### src/rtl/nwc_pkg.sv
package nwc_pkg;

   localparam int MAX_SIDE_DEF   = 1024;
   localparam int PIXEL_BITS_DEF = 16;

   localparam int KERNEL_SIDE    = 3;
   localparam int DIVISOR        = KERNEL_SIDE * KERNEL_SIDE;
   localparam int REM_BITS       = $clog2(DIVISOR);
   localparam int DIV_DIGIT_BITS = 4;

   localparam int COEFF_BITS     = 16;
   localparam int COEFF_FRAC     = 14;
   localparam int COEFF_ROW_BITS = KERNEL_SIDE * COEFF_BITS;

   localparam int SIDE_REG_BITS  = 11;
   localparam int SIDE_RESET     = 34;

   localparam int CSR_DATA_BITS  = COEFF_ROW_BITS;
   localparam int CSR_INDEX_BITS = 2;

   typedef logic [CSR_INDEX_BITS-1:0] csr_index_type;
   typedef logic [CSR_DATA_BITS-1:0]  csr_data_type;

   localparam csr_index_type CSR_IMAGE_SIDE = csr_index_type'(0);
   localparam csr_index_type CSR_COEFF_TOP  = csr_index_type'(1);
   localparam csr_index_type CSR_COEFF_MID  = csr_index_type'(2);
   localparam csr_index_type CSR_COEFF_BOT  = csr_index_type'(3);

endpackage

### src/rtl/nwc_div_cell.sv
module nwc_div_cell #(
   parameter int WORD_BITS = 36,
   parameter int SIDE_BITS = 22
) (
   input  logic                          clock,
   input  logic                          reset,
   input  logic                          in_valid,
   output logic                          in_ready,
   input  logic [nwc_pkg::REM_BITS-1:0]  in_rem,
   input  logic [WORD_BITS-1:0]          in_word,
   input  logic [SIDE_BITS-1:0]          in_side,
   output logic                          out_valid,
   input  logic                          out_ready,
   output logic [nwc_pkg::REM_BITS-1:0]  out_rem,
   output logic [WORD_BITS-1:0]          out_word,
   output logic [SIDE_BITS-1:0]          out_side
);
   import nwc_pkg::*;

   localparam logic [REM_BITS:0] DIVISOR_W = (REM_BITS + 1)'(DIVISOR);

   logic                 valid_ff;
   logic [REM_BITS-1:0]  rem_ff, rem_in;
   logic [WORD_BITS-1:0] word_ff, word_in;
   logic [SIDE_BITS-1:0] side_ff;
   logic [REM_BITS:0]    trial;

   // restoring division by the constant, one dividend bit per step,
   // quotient bits shift in at the bottom as dividend bits leave the top
   always_comb begin
      rem_in  = in_rem;
      word_in = in_word;
      trial   = '0;
      for (int i = 0; i < DIV_DIGIT_BITS; i++) begin
         trial   = {rem_in, word_in[WORD_BITS-1]};
         word_in = {word_in[WORD_BITS-2:0], 1'b0};
         if (trial >= DIVISOR_W) begin
            trial      = trial - DIVISOR_W;
            word_in[0] = 1'b1;
         end
         rem_in = trial[REM_BITS-1:0];
      end
   end

   assign in_ready = !valid_ff || out_ready;

   always_ff @(posedge clock) begin
      if (reset) begin
         valid_ff <= 1'b0;
      end else if (in_ready) begin
         valid_ff <= in_valid;
      end
   end

   always_ff @(posedge clock) begin
      if (in_ready) begin
         rem_ff  <= rem_in;
         word_ff <= word_in;
         side_ff <= in_side;
      end
   end

   assign out_valid = valid_ff;
   assign out_rem   = rem_ff;
   assign out_word  = word_ff;
   assign out_side  = side_ff;

endmodule

### config.mk
export PLATFORM = sky130hd
export DESIGN_NAME = nwc_div_cell
export DESIGN_NICKNAME = d
export VERILOG_FILES = /design/src/rtl/nwc_pkg.sv /design/src/rtl/nwc_div_cell.sv
export SDC_FILE = /design/constraint.sdc
export NUM_CORES = 1
export LEC_CHECK = 0
export BUFFER_PORTS_ARGS = -buffer_cell sky130_fd_sc_hd__buf_2
export CAP_MARGIN = 20
export CORE_MARGIN = 3
export CORE_UTILIZATION = 42
export CTS_BUF_LIST = sky130_fd_sc_hd__clkbuf_8
export CTS_CLUSTER_DIAMETER = 150
export CTS_CLUSTER_SIZE = 14
export DETAILED_ROUTE_END_ITERATION = 7
export PLACE_DENSITY = 0.78
export SYNTH_ARGS = -nofsm -noshare
export SYNTH_HDL_FRONTEND = slang
export SYNTH_SLANG_ARGS = --single-unit
### constraint.sdc
create_clock -name clock -period 3.4 [get_ports clock]
set_input_delay 0.68 -clock clock [delete_from_list [all_inputs] [get_ports clock]]
set_output_delay 0.68 -clock clock [all_outputs]
set_load 0.005 [all_outputs]
==> impl_metrics.toml <==
[logic_synthesis]
yosysSeqAreaShare_pct = 74.6
synth_top_area_share_pct = 73.8
synth-seq-cells = 63
netlist_area_sq_um = 2520
yosysWarningCount = 0
async_reset_ff_share_pct = 0
syn_nets = 225
synth_edf_count = 62
syn-instance-count = 157
synth_cell_types = 50
synth_top_area_cell = "edfxtp_1"
synth_area_leaders = "edfxtp_1, or3_1, nand2_1"
ys.flop_type = "edfxtp_1"
postSynthAreaPerCell_sq_um = 16.1

[power]
p_leak_nw = 1.54
power_density_nw_per_um2 = 534
totalPowerFinal_mw = 1.87
ir_drop_v = 0.000271

[final_layout]
syn_to_final_growth_pct = 39.2
stdcell_count = 377
fin_area_sq_um = 3510
fill_cells = 467
nets = 368
layout_commonest_cell = "buf_2"
layout-drive-gt1-share_pct = 54.1
n_antenna_cell = 0
layout_common_cells = "buf_2, edfxtp_1, nand2_1, clkbuf_8, buf_4"

[setup_path]
crit_chain = "buf_2 > inv_1 > ha_1 > o31a_1 > nor3_1 > a211oi_1 > a31oi_2 > nor3_1 > o31ai_2 > o21ai_2 > maj3_2 > xnor2_1"
path_buf_inv = 2
crit_fanout = 6
path_depth = 12
cp-end-kind = "flop"
timing.rr.start = "out_valid"
worst-setup-path-type = "input pin to flop"
timing.rr.end = "out_word[15]"
worst_ep_required_time_ns = 3.48
setup.worst_path.start_class = "input pin"
cp.arrival_ns = 3.18
critical-path-max-stage-delay_ns = 0.34
critPathTopFamily = "compound AO/OA/AOI/OAI gates"
crit_top_cell = "nor3_1"
reg2reg_slack_ns = 1.72
r2r_cells = 2
cp_slowest_cell = "nor3_1"
crit_path_start = "in_word[35]"

[sta]
fmax_mhz = 323
holdWs_ns = 0.503
hold_violations = 0
setup_tns_ns = 0
rsz0062_at_grt = "no"
drv_slew = 0
period_needed_ns = 3.10
setup_violations = 0
finalCritPeriodShare_pct = 91.1
worst_slew_pin_slew_ns = 0.612
slew_headroom_pct = 59.2
finClkSkew_ns = 0.00557

[global_route]
grt_overflow = 0
grt_start_max_net_pins = 41
grt_usage_pct = 18.6
grt_pass1_vias = 1873
antenna_found_initial = 0
grt_first_pass_wirelength_um = 9820

[placed_design]
portBuffers = 129
gp_congestion = 0.865
placed_cell_area_sq_um = 3300
hpwlAfterDp_um = 4870
placedCellCount = 361

[clocking]
clockRootBuffer = "clkbuf_8"
ctsLongestPathBuffers = 2
cts_resized = 0
cts.clk_slew.worst_paths_ns = 0.06
cts_sinks = 63
htree_levels = 3
numCtsBuffers = 9
postCtsSetupBuffers = 0
clkLatencyLatePin_ns = 0.33
tritoncts = "yes"
cts-hold-fix-buffers = 0

[status]
status = "complete, no violations"

[floorplanning]
num_rows = 27
dieArea_sq_um = 6970
die_h_um = 83.5
core_sq_um = 5640
start_util_pct = 44.7
die_x_um = 83.5
pin_count = 130

[hold_path]
whs_path_depth = 2
hold_path_startpoint = "reset"
min_to = "out_valid"
hold_path.class = "input pin to flop"

[detailed_routing]
viasPerCell = 5.02
ant_nets = 0
dr.first_iter.drc_count = 67
drt-pass1-iter-count = 4
drt_wl_total_um = 6270
drcViolationCount = 0
wl_per_cell_um = 16.6
num_vias = 1894

[run]
maxCapViolCount = 0
==> kinds of logic after synthesis <==
| kind of cell | after synthesis | synth area share (%) |
|---|---|---|
| xor+xnor | 2 | 0.695 |
| compound gates | 30 | 10.3 |
| flops | 63 | 74.6 |
| simple gates | 44 | 9.68 |
| mux | 2 | 0.943 |
| buf+inv | 13 | 2.28 |
| fa+ha+maj | 3 | 1.44 |
==> how the worst max path moves through the flow <==
stage / endpoint / slack (ns)
after global routing: out_rem[2] / 0.12
after CTS: out_rem[2] / 0.33
final: out_rem[2] / 0.30
after detailed placement: out_rem[2] / -0.01
after global placement: out_rem[2] / 0.06
after floorplan: out_rem[2] / 0.01
==> Yosys cell counts, types with 2 or more instances <==
cell and instances:
o21ai_0 4, nand2b_1 3, nor3b_1 2, clkbuf_1 4, a31oi_1 2, o21ai_1 2, inv_1 7, a21oi_1 2
or3_1 6, nor2b_1 3, a2111oi_2 2, nand2_1 9, ha_1 2, nor3_1 4, nor2_1 8, a21o_1 2
edfxtp_1 62
==> metrics by stage <==
stage               setup WS, ns  utilization [%]
floorplan                0.00970                -
global placement          0.0599             58.4
detailed placement       -0.0120             58.4
CTS                        0.335             62.2
global route               0.122             62.2
finish                     0.302             62.2
==> per-layer routing <==
layer  routed length [um]  vias up  track usage (%)
met5                    0        -                0
met4                   82        0             7.02
met3                  575        8             6.52
met2                 3190       90             32.1
met1                 2420      900             21.1
li1                     -      896                -
==> flip-flops by register name, summed over array words and instances, names as in the netlist <==
register	cells
out_word	36
out_side	22
out_rem	4
out_valid	1
==> power breakdown <==
group / switching, mW / internal [mW] / leakage (nW)
registers: 0.0170 / 0.930 / 0.650
clock network: 0.267 / 0.407 / 0.106
logic: 0.132 / 0.123 / 0.779
==> cell type report <==
cell class                 instances  area (sq um)  area share (%)
sequential                        63          1880            53.6
timing repair buffer             138           713            20.3
multi-input combinational         81           584            16.7
clock buffer                       9           124            3.53
tap                               72          90.1            2.57
clock inverter                     7          88.8            2.53
inverter                           7          26.3           0.749
Power figures use the tool's default switching activity.
